[src/sv/kat_pkg.sv]
// Shared types and constants for the keyed accumulator table.
package kat_pkg;

  localparam int KEY_IN_W = 32;
  localparam int AMOUNT_W = 32;
  localparam int TOTAL_W  = 32;

  localparam logic KIND_ADD   = 1'b0;
  localparam logic KIND_QUERY = 1'b1;

  typedef struct packed {
    logic                       found;
    logic signed [TOTAL_W-1:0]  total;
    logic                       dropped;
  } kat_res_t;

endpackage

[src/sv/kat_ifs.sv]
// Request and response channel interfaces for the keyed accumulator table.
interface kat_req_if;
  import kat_pkg::*;

  logic                       valid;
  logic                       ready;
  logic                       kind;
  logic [KEY_IN_W-1:0]        key_in;
  logic signed [AMOUNT_W-1:0] amount;

  modport source (output valid, kind, key_in, amount, input ready);
  modport sink   (input valid, kind, key_in, amount, output ready);
endinterface


[src/sv/kat_seq.sv]
// Sequencer: linear key search with one comparator, then update, insert or drop for adds; queries write nothing.
module kat_seq #(
  parameter int CAPACITY   = 256,
  parameter int KEY_BITS   = 32,
  parameter int TOTAL_BITS = 32,
  parameter int AW         = (CAPACITY > 1 ? $clog2(CAPACITY) : 1)
) (
  input  logic                  clk,
  input  logic                  rst,
  kat_req_if.sink               req,
  output kat_pkg::kat_res_t     res,
  output logic                  res_valid,
  input  logic                  res_ok,
  output logic                  rd_en,
  output logic [AW-1:0]         raddr,
  input  logic [KEY_BITS-1:0]   key_rdata,
  input  logic [TOTAL_BITS-1:0] tot_rdata,
  output logic                  key_we,
  output logic                  tot_we,
  output logic [AW-1:0]         waddr,
  output logic [KEY_BITS-1:0]   key_wdata,
  output logic [TOTAL_BITS-1:0] tot_wdata
);
  import kat_pkg::*;

  localparam int CW = $clog2(CAPACITY + 1);

  typedef enum logic [1:0] {S_IDLE, S_SCAN, S_ACT} state_t;

  state_t                    state;
  logic [CW-1:0]             count;
  logic [CW-1:0]             idx;
  logic                      pend;
  logic [AW-1:0]             pend_idx;
  logic                      hit;
  logic [AW-1:0]             hit_idx;
  logic [TOTAL_BITS-1:0]     hit_total;
  logic                      kind;
  logic [KEY_BITS-1:0]       key;
  logic signed [AMOUNT_W-1:0] amt;

  logic [TOTAL_BITS-1:0]     amt_ext;
  logic [TOTAL_BITS-1:0]     sum;
  logic [TOTAL_BITS-1:0]     res_tot;
  logic                      full;
  logic                      is_add;

  assign amt_ext = TOTAL_BITS'(amt);
  assign sum     = hit_total + amt_ext;
  assign full    = (count == CW'(CAPACITY));
  assign is_add  = (kind == KIND_ADD);

  assign req.ready = (state == S_IDLE);
  assign rd_en     = (state == S_SCAN) && (idx < count);
  assign raddr     = idx[AW-1:0];

  assign res_valid = (state == S_ACT) && res_ok;
  assign key_we    = res_valid && is_add && !hit && !full;
  assign tot_we    = res_valid && is_add && (hit || !full);
  assign waddr     = hit ? hit_idx : count[AW-1:0];
  assign key_wdata = key;
  assign tot_wdata = hit ? sum : amt_ext;

  always_comb begin
    if (!is_add) begin
      res_tot = hit ? hit_total : '0;
    end else if (hit) begin
      res_tot = sum;
    end else if (full) begin
      res_tot = '0;
    end else begin
      res_tot = amt_ext;
    end
    res.found   = hit;
    res.total   = TOTAL_W'(res_tot);
    res.dropped = is_add && !hit && full;
  end

  always_ff @(posedge clk) begin
    if (rst) begin
      state <= S_IDLE;
      count <= '0;
      pend  <= 1'b0;
      hit   <= 1'b0;
    end else begin
      case (state)
        S_IDLE: begin
          if (req.valid) begin
            kind  <= req.kind;
            key   <= KEY_BITS'(req.key_in);
            amt   <= req.amount;
            idx   <= '0;
            pend  <= 1'b0;
            state <= S_SCAN;
          end
        end
        S_SCAN: begin
          pend     <= rd_en;
          pend_idx <= idx[AW-1:0];
          if (rd_en) begin
            idx <= idx + CW'(1);
          end
          if (pend && (key_rdata == key)) begin
            hit       <= 1'b1;
            hit_idx   <= pend_idx;
            hit_total <= tot_rdata;
            state     <= S_ACT;
          end else if (!rd_en && !pend) begin
            hit   <= 1'b0;
            state <= S_ACT;
          end
        end
        S_ACT: begin
          if (res_ok) begin
            if (key_we) begin
              count <= count + CW'(1);
            end
            state <= S_IDLE;
          end
        end
        default: state <= S_IDLE;
      endcase
    end
  end

endmodule

[src/flat_wrapper.sv]
// flat-port wrapper written by rule: the top's interface ports become plain ports
module kat_seq_flat import kat_pkg::*;
#(
  parameter int CAPACITY   = 256,
  parameter int KEY_BITS   = 32,
  parameter int TOTAL_BITS = 32,
  parameter int AW         = (CAPACITY > 1 ? $clog2(CAPACITY) : 1)
)
  (clk, rst, res, res_valid, res_ok, rd_en, raddr, key_rdata, tot_rdata, key_we, tot_we, waddr, key_wdata, tot_wdata, req_valid, req_kind, req_key_in, req_amount, req_ready);
  kat_req_if req_i ();
  input  logic clk;
  input  logic rst;
  output kat_pkg::kat_res_t res;
  output logic res_valid;
  input  logic res_ok;
  output logic rd_en;
  output logic [AW-1:0] raddr;
  input  logic [KEY_BITS-1:0] key_rdata;
  input  logic [TOTAL_BITS-1:0] tot_rdata;
  output logic key_we;
  output logic tot_we;
  output logic [AW-1:0] waddr;
  output logic [KEY_BITS-1:0] key_wdata;
  output logic [TOTAL_BITS-1:0] tot_wdata;
  input wire logic [$bits(req_i.valid)-1:0] req_valid;
  input wire logic [$bits(req_i.kind)-1:0] req_kind;
  input wire logic [$bits(req_i.key_in)-1:0] req_key_in;
  input wire logic [$bits(req_i.amount)-1:0] req_amount;
  output wire logic [$bits(req_i.ready)-1:0] req_ready;
  assign req_i.valid = req_valid;
  assign req_i.kind = req_kind;
  assign req_i.key_in = req_key_in;
  assign req_i.amount = req_amount;
  assign req_ready = req_i.ready;
  kat_seq #(.CAPACITY(CAPACITY), .KEY_BITS(KEY_BITS), .TOTAL_BITS(TOTAL_BITS), .AW(AW)) u_core (.clk(clk), .rst(rst), .req(req_i), .res(res), .res_valid(res_valid), .res_ok(res_ok), .rd_en(rd_en), .raddr(raddr), .key_rdata(key_rdata), .tot_rdata(tot_rdata), .key_we(key_we), .tot_we(tot_we), .waddr(waddr), .key_wdata(key_wdata), .tot_wdata(tot_wdata));
endmodule
[config.mk]
export PLATFORM = sky130hd
export DESIGN_NAME = kat_seq_flat
export DESIGN_NICKNAME = d
export VERILOG_FILES = /design/src/sv/kat_pkg.sv /design/src/sv/kat_ifs.sv /design/src/sv/kat_seq.sv /design/src/flat_wrapper.sv
export SDC_FILE = /design/constraint.sdc
export NUM_CORES = 1
export LEC_CHECK = 0
export BUFFER_PORTS_ARGS = -buffer_cell sky130_fd_sc_hd__clkbuf_2
export CAP_MARGIN = 20
export CORE_ASPECT_RATIO = 1.25
export CORE_MARGIN = 2
export CORE_UTILIZATION = 47
export DETAILED_ROUTE_END_ITERATION = 7
export MAX_ROUTING_LAYER = met4
export PLACE_DENSITY = 0.78
export SETUP_SLACK_MARGIN = 0.15
export SYNTH_ARGS = -nofsm -noshare
export SYNTH_HDL_FRONTEND = slang
export SYNTH_SLANG_ARGS = --single-unit
[constraint.sdc]
create_clock -name clk -period 3.6 [get_ports clk]
set_input_delay 0.36 -clock clk [delete_from_list [all_inputs] [get_ports clk]]
set_output_delay 0.36 -clock clk [all_outputs]
set_load 0.1 [all_outputs]
==> flow_results.xml, run 1 <==
<?xml version="1.0" encoding="UTF-8"?>
<metrics>
  <group name="hold_path">
    <metric name="class_of_the_worst_hold_path" unit="">in -&gt; reg</metric>
    <metric name="holdPathEnd" unit="">u_core.hit_total[14]</metric>
    <metric name="worst_hold_path.num_cells" unit="">1</metric>
    <metric name="worstHoldStart" unit="">tot_rdata[14]</metric>
  </group>
  <group name="sta">
    <metric name="setup_violations" unit="">25</metric>
    <metric name="layout_min_cycle_time" unit="ns">3.828</metric>
    <metric name="setup_tns" unit="ns">-2.376</metric>
    <metric name="worst_pin_slew" unit="ns">0.8859</metric>
    <metric name="final_critical_path_setup_slack" unit="ns">-0.2283</metric>
    <metric name="fin_worst_skew" unit="ns">0.01404</metric>
    <metric name="period_share" unit="">1.063</metric>
    <metric name="final_hold_vio_count" unit="">0</metric>
    <metric name="setup_repair_after_global_routing_missed_its_margin" unit="">true</metric>
    <metric name="max_freq" unit="MHz">261.2</metric>
    <metric name="timing.final.max_slew_violations" unit="">0</metric>
    <metric name="max_slew_margin" unit="">0.4094</metric>
    <metric name="finalHoldWorstSlack" unit="ns">0.1070</metric>
  </group>
  <group name="worst_setup_path">
    <metric name="crit_type" unit="">reg -&gt; out</metric>
    <metric name="crit_path_end_kind" unit="">output pin</metric>
    <metric name="timing.critical_path.max_delay_family" unit="">compound AO/OA/AOI/OAI gates</metric>
    <metric name="worst-endpoint-required" unit="ns">3.24</metric>
    <metric name="cpPeakStageDelay" unit="ns">0.39</metric>
    <metric name="cp-start-kind" unit="">register</metric>
    <metric name="crit_arrival" unit="ns">3.47</metric>
    <metric name="crit-reg2reg-launch" unit="">u_core.key_wdata[19]</metric>
    <metric name="worstPathBufferInverterCount" unit="">2</metric>
    <metric name="worst-r2r-setup-slack" unit="ns">0.78</metric>
    <metric name="critical_path.reg2reg.endpoint" unit="">u_core.hit_total[4]</metric>
    <metric name="timing.critical_path.cells" unit="">ha_1, a21oi_1, o21ai_0, a21oi_1, o221ai_2, a31oi_1, a21oi_1, buf_4, nor4b_4, nor3_4, o21ai_4, buf_12</metric>
    <metric name="critical_path_peak_fanout" unit="">4</metric>
    <metric name="reg2regPathDepth" unit="">7</metric>
    <metric name="library_cell_contributing_the_largest_single_delay_on_the_critical_path" unit="">sky130_fd_sc_hd__ha_1</metric>
    <metric name="cpMostUsedCell" unit="">sky130_fd_sc_hd__a21oi_1</metric>
  </group>
  <group name="die">
    <metric name="core.rowCount" unit="">52</metric>
    <metric name="die_height" unit="um">147.9</metric>
    <metric name="initial_core_util" unit="">0.4805</metric>
    <metric name="fp.dieArea" unit="sq mm">0.01761</metric>
    <metric name="die_x" unit="um">119.1</metric>
    <metric name="ios" unit="">252</metric>
    <metric name="coreArea" unit="sq mm">0.01620</metric>
  </group>
  <group name="status">
    <metric name="run_status" unit="">finished with violations</metric>
    <metric name="failed_checks" unit="">setup timing</metric>
  </group>
  <group name="drt">
    <metric name="routed_via_density" unit="">5.623</metric>
    <metric name="drt_iter0_drc" unit="">387</metric>
    <metric name="post_drt_wl_per_cell" unit="um">19.54</metric>
    <metric name="met2WireLength" unit="mm">12.70</metric>
    <metric name="drt_wl_total" unit="mm">23.99</metric>
    <metric name="met3_length" unit="mm">1.451</metric>
    <metric name="detail_route.wirelength.met1" unit="mm">8.980</metric>
    <metric name="remaining_antenna_violation_count" unit="">0</metric>
    <metric name="topRoutingLayerUsed" unit="">met4</metric>
    <metric name="drc_violations_left" unit="">0</metric>
    <metric name="dr.pass1.iters" unit="">5</metric>
    <metric name="num_vias" unit="">6905</metric>
  </group>
  <group name="clock_tree">
    <metric name="ctsLongestPathBuffers" unit="">2</metric>
    <metric name="clockRootBuffer" unit="">sky130_fd_sc_hd__clkbuf_16</metric>
    <metric name="clock_sinks" unit="">135</metric>
    <metric name="cts_buffers" unit="">17</metric>
    <metric name="htree_levels" unit="">4</metric>
    <metric name="clkTransAtPathRegs" unit="ns">0.06</metric>
    <metric name="tritoncts" unit="">done</metric>
    <metric name="worst_skew_pair.late_latency" unit="ns">0.42</metric>
  </group>
  <group name="global_routing">
    <metric name="grt_usage" unit="">0.2677</metric>
    <metric name="grt_pass1_vias" unit="">6825</metric>
    <metric name="maximum_number_of_pins_on_one_net_before_global_route_repair" unit="">78</metric>
    <metric name="gr-total-overflow" unit="">0</metric>
    <metric name="number_of_antenna_violations_at_the_first_check_in_global_routing" unit="">1</metric>
    <metric name="grt_pass1_wl" unit="mm">34.93</metric>
  </group>
  <group name="cells_and_area">
    <metric name="drive_gt1_frac" unit="">0.4362</metric>
    <metric name="nNetsFinal" unit="">1174</metric>
    <metric name="finalNonFillerCells" unit="">1228</metric>
    <metric name="n_fill_cell" unit="">1158</metric>
    <metric name="layout.cells.most_common" unit="">sky130_fd_sc_hd__clkbuf_2</metric>
    <metric name="utilization_after_layout" unit="">0.6948</metric>
    <metric name="mostFrequentLayoutCells" unit="">sky130_fd_sc_hd__clkbuf_2 (205), sky130_fd_sc_hd__edfxtp_1 (122), sky130_fd_sc_hd__nand2_1 (72)</metric>
    <metric name="syn_to_final_growth" unit="%">44.61</metric>
  </group>
  <group name="power_and_ir_drop">
    <metric name="power_per_cell_area" unit="mW/mm^2">406.7</metric>
    <metric name="ir_drop" unit="mV">0.2935</metric>
    <metric name="power.total" unit="uW">4578</metric>
    <metric name="p_leak" unit="uW">0.004649</metric>
  </group>
  <group name="synthesis">
    <metric name="synth.area.top_cells" unit="">sky130_fd_sc_hd__edfxtp_1 (47%), sky130_fd_sc_hd__ha_1 (6.8%), sky130_fd_sc_hd__xnor2_1 (6.6%)</metric>
    <metric name="postSynthAreaPerCell" unit="sq um">10.93</metric>
    <metric name="yosysWarnings" unit="">0</metric>
    <metric name="synth.net_count" unit="">888</metric>
    <metric name="post-synth-top-area-cell" unit="">sky130_fd_sc_hd__edfxtp_1</metric>
    <metric name="yosys.area.top_type_share" unit="">0.4707</metric>
    <metric name="ys_dominant_reg_cell" unit="">sky130_fd_sc_hd__edfxtp_1</metric>
    <metric name="synth.distinct_cells" unit="">64</metric>
    <metric name="ys_ff_latch" unit="">135</metric>
    <metric name="gate_count_of_the_mapped_netlist" unit="">712</metric>
    <metric name="seq_area_frac_synth" unit="">0.5041</metric>
    <metric name="syn_area" unit="sq mm">0.007784</metric>
    <metric name="ys_async_sr_fraction" unit="">0</metric>
    <metric name="synth_edf_count" unit="">122</metric>
  </group>
  <group name="placement">
    <metric name="final_estimated_routing_congestion_in_global_placement" unit="">0.9529</metric>
    <metric name="detailedPlacementHpwl" unit="mm">16.92</metric>
    <metric name="placed_cells" unit="">1175</metric>
    <metric name="port-buffer-count" unit="">251</metric>
  </group>
  <group name="flow_run">
    <metric name="max_cap_violations" unit="">0</metric>
  </group>
</metrics>
layer usage:
| metal | vias to the layer above | track usage |
|---|---|---|
| met1 | 3314 | 0.2977 |
| li1 | 3182 | - |
| met3 | 61 | 0.04552 |
| met2 | 348 | 0.4767 |
| met5 | - | - |
| met4 | 0 | 0.1065 |
worst register-to-register path: stages (launching register included):
cell and delay, ns:
sky130_fd_sc_hd__edfxtp_1 0.40, sky130_fd_sc_hd__xnor2_1 0.22, sky130_fd_sc_hd__nand4_1 0.12, sky130_fd_sc_hd__nor4_1 0.51
sky130_fd_sc_hd__nand4_1 0.14, sky130_fd_sc_hd__or4_1 0.64, sky130_fd_sc_hd__nor2_4 0.17, sky130_fd_sc_hd__buf_12 0.26
logic make-up after synthesis:
group,after synthesis,synth area share
DFF,135,0.5041
and+or+nand+nor,209,0.1275
muxes,27,0.03601
buffers and inverters,54,0.03424
xor gates and xnor gates,75,0.08439
adders and majority gates,43,0.07008
AOI/OAI and AO/OA,169,0.1437
metrics by stage:
stage | instance area, sq um | setup WS [ns]
floorplan | 7979 | -0.1961
detailed placement | 10040 | -0.1875
global route | 11260 | -0.3908
global placement | 10040 | -0.1245
CTS | 10970 | -0.2693
finish | 11260 | -0.2283
report_power, final:
group | internal, uW | total [uW] | switching (uW)
logic | 352 | 1120 | 764
clock network | 954 | 1640 | 690
registers | 1770 | 1820 | 44.9
total | 3080 | 4580 | 1500
final cells by class:
| type | instances | area (sq um) | area share |
|---|---|---|---|
| flip-flops and latches | 135 | 3925 | 0.3487 |
| multi-input cells | 523 | 4173 | 0.3707 |
| repair buffers | 303 | 2263 | 0.2011 |
| clock inverters | 14 | 125.1 | 0.01112 |
| well taps | 216 | 270.3 | 0.02401 |
| clock buffers | 18 | 429.2 | 0.03813 |
| inverters | 18 | 67.56 | 0.006003 |
| diodes | 1 | 2.502 | 0.0002223 |
synth_stat cells, types with 2 or more instances:
cell                         n
sky130_fd_sc_hd__a211oi_1    4
sky130_fd_sc_hd__a21o_1     22
sky130_fd_sc_hd__a21oi_1    47
sky130_fd_sc_hd__a221o_1     5
sky130_fd_sc_hd__a22o_1      3
sky130_fd_sc_hd__a31o_1      2
sky130_fd_sc_hd__a31o_2      2
sky130_fd_sc_hd__a31oi_1     7
sky130_fd_sc_hd__and2_1      3
sky130_fd_sc_hd__and3_1      5
sky130_fd_sc_hd__buf_1       6
sky130_fd_sc_hd__buf_2       3
sky130_fd_sc_hd__buf_4      14
sky130_fd_sc_hd__clkbuf_1   12
sky130_fd_sc_hd__dfxtp_1    13
sky130_fd_sc_hd__edfxtp_1  122
sky130_fd_sc_hd__ha_1       42
sky130_fd_sc_hd__inv_1      17
sky130_fd_sc_hd__mux2_2      8
sky130_fd_sc_hd__mux2i_1    19
sky130_fd_sc_hd__nand2_1    79
sky130_fd_sc_hd__nand2b_1    5
sky130_fd_sc_hd__nand3_1    18
sky130_fd_sc_hd__nand3b_1    2
sky130_fd_sc_hd__nand4_1    12
sky130_fd_sc_hd__nor2_1     46
sky130_fd_sc_hd__nor2b_1    14
sky130_fd_sc_hd__nor3_1      8
sky130_fd_sc_hd__nor4_1      3
sky130_fd_sc_hd__nor4b_1     3
sky130_fd_sc_hd__o211ai_1    5
sky130_fd_sc_hd__o21a_1      4
sky130_fd_sc_hd__o21ai_0    36
sky130_fd_sc_hd__o21ai_1     8
sky130_fd_sc_hd__o22ai_1     8
sky130_fd_sc_hd__o31ai_2     2
sky130_fd_sc_hd__or3_1       3
sky130_fd_sc_hd__xnor2_1    59
sky130_fd_sc_hd__xor2_1     16
worst max-delay path by stage:
stage / startpoint / end / slack, ns / cells past startpoint
after floorplan: u_core.amt[2] / res[22] / -0.20 / 10
after global placement: u_core.amt[0] / tot_wdata[30] / -0.12 / 13
after detailed placement: u_core.amt[0] / tot_wdata[30] / -0.19 / 13
after CTS: u_core.hit_total[0] / res[25] / -0.27 / 14
after global routing: u_core.amt[11] / tot_wdata[30] / -0.39 / 12
final: u_core.amt[11] / res[31] / -0.23 / 12
state kept, by name, summed over array words and instances, names as in the netlist:
register,count
u_core.hit,1
u_core.pend,1
u_core.amt,32
u_core.idx,9
u_core.hit_idx,8
u_core.pend_idx,8
u_core.hit_total,32
u_core.kind,1
u_core.key_wdata,32
u_core.state,2
u_core.count,9
what timing repair did:
item | in CTS | in global routing
setup endpoints to repair | 41 | 46
pin swaps | 32 | 29
setup buffers | 14 | 6
gates resized for setup | 59 | 57
hold buffers | 0 | 0
Note: power is estimated with default switching activity, not from simulation.
==> run 2, diff against run 1 <==
- CORE_UTILIZATION: 47 -> 52
- PLACE_DENSITY: 0.78 -> 0.82
- RECOVER_POWER: default -> 100
- clock period: 3.6 -> 3.9 ns (I/O delays scaled with it)
==> run 2 against run 1 <==
Compared with the run above: the run ends with capacitance limit, slew limit left; worst setup slack improved by 0.27 ns; power fell by 8.8%; routed wire length fell by 5.7%; register-to-register slack got worse by 0.56 ns; first-iteration DRC count rose by 36%; design area fell by 7.2%; via count fell by 2.2%; clock power fell by 5%; clock skew fell by 0.0028 ns; largest cell class unchanged; largest power group unchanged.
==> flow_results.xml, run 2 (synthesis gave the netlist of run 1 again) <==
<?xml version="1.0" encoding="UTF-8"?>
<metrics>
  <group name="status">
    <metric name="run_status" unit="">finished with violations</metric>
    <metric name="failed_checks" unit="">capacitance limit, slew limit</metric>
  </group>
  <group name="power_and_ir_drop">
    <metric name="logic_pwr_share" unit="">0.225</metric>
    <metric name="p_leak" unit="uW">0.004158</metric>
    <metric name="seq_power_share" unit="">0.403</metric>
    <metric name="netSwitchingFraction" unit="">0.3312</metric>
    <metric name="clock_power_share" unit="">0.373</metric>
    <metric name="power_per_cell_area" unit="mW/mm^2">399.5</metric>
    <metric name="internal_power" unit="uW">2791</metric>
    <metric name="ir_drop" unit="mV">0.2834</metric>
    <metric name="power_switching" unit="uW">1382</metric>
  </group>
  <group name="placement">
    <metric name="placement.cell_area" unit="sq mm">0.009529</metric>
    <metric name="port-buffer-count" unit="">251</metric>
    <metric name="dpl_worst_slack" unit="ns">0.01157</metric>
    <metric name="final_estimated_routing_congestion_in_global_placement" unit="">0.9270</metric>
    <metric name="detailedPlacementHpwl" unit="mm">16.00</metric>
  </group>
  <group name="worst_setup_path">
    <metric name="cp-endpoint" unit="">res[25]</metric>
    <metric name="crit_path_end_kind" unit="">output pin</metric>
    <metric name="crit_arrival" unit="ns">3.46</metric>
    <metric name="critical_path.reg2reg.endpoint" unit="">u_core.amt[11]</metric>
    <metric name="crit_type" unit="">reg -&gt; out</metric>
    <metric name="worst_setup_path_startpoint" unit="">u_core.hit_total[0]</metric>
    <metric name="crit-reg2reg-launch" unit="">u_core.state[1]</metric>
    <metric name="worst-endpoint-required" unit="ns">3.51</metric>
    <metric name="cp-start-kind" unit="">register</metric>
    <metric name="critical_path_peak_fanout" unit="">3</metric>
    <metric name="worst-r2r-setup-slack" unit="ns">0.22</metric>
    <metric name="timing.critical_path.cells" unit="">ha_2, fa_2, a211oi_4, o21ai_2, a41oi_4, buf_6, o31ai_4, a31o_1, a21o_1, a21oi_2, xnor2_1, a221o_2, buf_12</metric>
    <metric name="library_cell_contributing_the_largest_single_delay_on_the_critical_path" unit="">sky130_fd_sc_hd__edfxtp_1</metric>
    <metric name="reg2regPathDepth" unit="">4</metric>
    <metric name="cpPeakStageDelay" unit="ns">0.40</metric>
  </group>
  <group name="sta">
    <metric name="setup_violations" unit="">0</metric>
    <metric name="layout_min_cycle_time" unit="ns">3.853</metric>
    <metric name="worst_pin_slew" unit="ns">2.322</metric>
    <metric name="period_share" unit="">0.9881</metric>
    <metric name="setup_repair_after_global_routing_missed_its_margin" unit="">true</metric>
    <metric name="setup_tns" unit="ns">0</metric>
    <metric name="max_slew_margin" unit="">-0.5538</metric>
    <metric name="timing.final.max_slew_violations" unit="">101</metric>
    <metric name="fin_worst_skew" unit="ns">0.01128</metric>
    <metric name="final_hold_vio_count" unit="">0</metric>
    <metric name="final_critical_path_setup_slack" unit="ns">0.04659</metric>
    <metric name="max_freq" unit="MHz">259.5</metric>
  </group>
  <group name="hold_path">
    <metric name="class_of_the_worst_hold_path" unit="">in -&gt; reg</metric>
  </group>
  <group name="cells_and_area">
    <metric name="drive_gt1_frac" unit="">0.3283</metric>
    <metric name="mostFrequentLayoutCells" unit="">sky130_fd_sc_hd__clkbuf_2 (160), sky130_fd_sc_hd__edfxtp_1 (122), sky130_fd_sc_hd__nand2_1 (79)</metric>
    <metric name="syn_to_final_growth" unit="%">34.22</metric>
    <metric name="layout.cells.most_common" unit="">sky130_fd_sc_hd__clkbuf_2</metric>
    <metric name="nNetsFinal" unit="">1147</metric>
    <metric name="stdcell_area" unit="sq mm">0.01045</metric>
  </group>
  <group name="clock_tree">
    <metric name="htree_levels" unit="">4</metric>
    <metric name="cts_buffers" unit="">17</metric>
    <metric name="clock_sinks" unit="">135</metric>
    <metric name="clkTransAtPathRegs" unit="ns">0.06</metric>
    <metric name="ctsLongestPathBuffers" unit="">2</metric>
    <metric name="tritoncts" unit="">done</metric>
    <metric name="clockRootBuffer" unit="">sky130_fd_sc_hd__clkbuf_16</metric>
    <metric name="cts_hold_buffers" unit="">0</metric>
    <metric name="worst_skew_pair.late_latency" unit="ns">0.43</metric>
  </group>
  <group name="drt">
    <metric name="dr.pass1.iters" unit="">7</metric>
    <metric name="num_vias" unit="">6756</metric>
    <metric name="drt_iter0_drc" unit="">526</metric>
    <metric name="post_drt_wl_per_cell" unit="um">19.38</metric>
    <metric name="routed_via_density" unit="">5.789</metric>
    <metric name="drc_violations_left" unit="">0</metric>
    <metric name="remaining_antenna_violation_count" unit="">0</metric>
    <metric name="drt_wl_total" unit="mm">22.62</metric>
  </group>
  <group name="global_routing">
    <metric name="grt_pass1_wl" unit="mm">34.08</metric>
    <metric name="grt_pass1_vias" unit="">6884</metric>
    <metric name="maximum_number_of_pins_on_one_net_before_global_route_repair" unit="">78</metric>
    <metric name="gr-total-overflow" unit="">0</metric>
    <metric name="grt_usage" unit="">0.2841</metric>
    <metric name="number_of_antenna_violations_at_the_first_check_in_global_routing" unit="">0</metric>
  </group>
  <group name="die">
    <metric name="coreArea" unit="sq mm">0.01483</metric>
    <metric name="fp.dieArea" unit="sq mm">0.01597</metric>
    <metric name="die_x" unit="um">113.4</metric>
    <metric name="core.rowCount" unit="">50</metric>
    <metric name="die_height" unit="um">140.8</metric>
    <metric name="initial_core_util" unit="">0.5250</metric>
    <metric name="ios" unit="">252</metric>
  </group>
  <group name="flow_run">
    <metric name="max_cap_violations" unit="">2</metric>
  </group>
</metrics>
-- run 2: cell count changes in the layout (fill, tap and decap cells not counted), sizes merged --
cell,change
buf,-42
clkinvlp,-1
inv,+3
clkinv,-2
clkbuf,+15
-- run 2: power by group through the flow --
stage          combinational [uW]  clock (uW)  sequential (uW)
5_1_grt                       984        1630             1690
3_3_place_gp                  886           0             1710
3_5_place_dp                  896           0             1710
4_1_cts                       920        1570             1680
6_report                      938        1560             1680
2_1_floorplan                 568           0             1810
-- run 2: worst max-delay path, delay by kind of cell (launching register included) --
| family | cells | cell delay, ns |
|---|---|---|
| AO/OA/AOI/OAI | 8 | 1.62 |
| XOR/XNOR | 1 | 0.11 |
| adder cells (fa/ha/maj) | 2 | 0.60 |
| buffers and inverters | 2 | 0.31 |
| flip-flops | 1 | 0.40 |
-- run 2: layout make-up --
| type | count | area [sq um] |
|---|---|---|
| fill | 1081 | 4379 |
| multi-input combinational | 523 | 4008 |
| antenna | 1 | 2.502 |
| sequential | 135 | 3924 |
| clock buffer | 18 | 429.2 |
| clock inverter | 14 | 138.9 |
| tap | 182 | 227.7 |
| inverter | 18 | 67.56 |
| timing repair buffer | 276 | 1650 |
-- run 2: what timing repair did --
action / in CTS / in global routing
setup endpoints to repair: 35 / 37
gates cloned: 0 / 0
pin swaps: 21 / 22
buffers inserted: 7 / 5
gates resized for setup: 37 / 52
-- run 2: worst min-delay path by stage --
stage	end	cells after the start	from	slack (ns)
after floorplan	u_core.hit_idx[0]	0	u_core.pend_idx[0]	0.40
after global placement	u_core.hit_idx[5]	0	u_core.pend_idx[5]	0.40
after detailed placement	u_core.hit_idx[4]	0	u_core.pend_idx[4]	0.41
after CTS	u_core.key_wdata[30]	1	req_key_in[30]	0.12
after global routing	u_core.key_wdata[30]	1	req_key_in[30]	0.12
final	u_core.key_wdata[30]	1	req_key_in[30]	0.13
-- run 2: layer usage --
layer	vias to the layer above	routed length, um	GRT usage
met5	-	0	-
met4	0	676	0.1438
met3	51	1644	0.05116
met2	376	12000	0.4831
met1	3188	8300	0.3204
li1	3141	-	-
-- run 2: per-stage QoR --
step / cells / total power, uW / hold WS [ns] / util
2_1_floorplan: 712 / 2380 / 0.4003 / -
3_3_place_gp: 1122 / 2591 / 0.4002 / 0.6427
3_5_place_dp: 1122 / 2603 / 0.4062 / 0.6427
4_1_cts: 1161 / 4172 / 0.1177 / 0.6959
5_1_grt: 1166 / 4299 / 0.1175 / 0.7045
6_report: 1167 / 4174 / 0.1329 / 0.7046
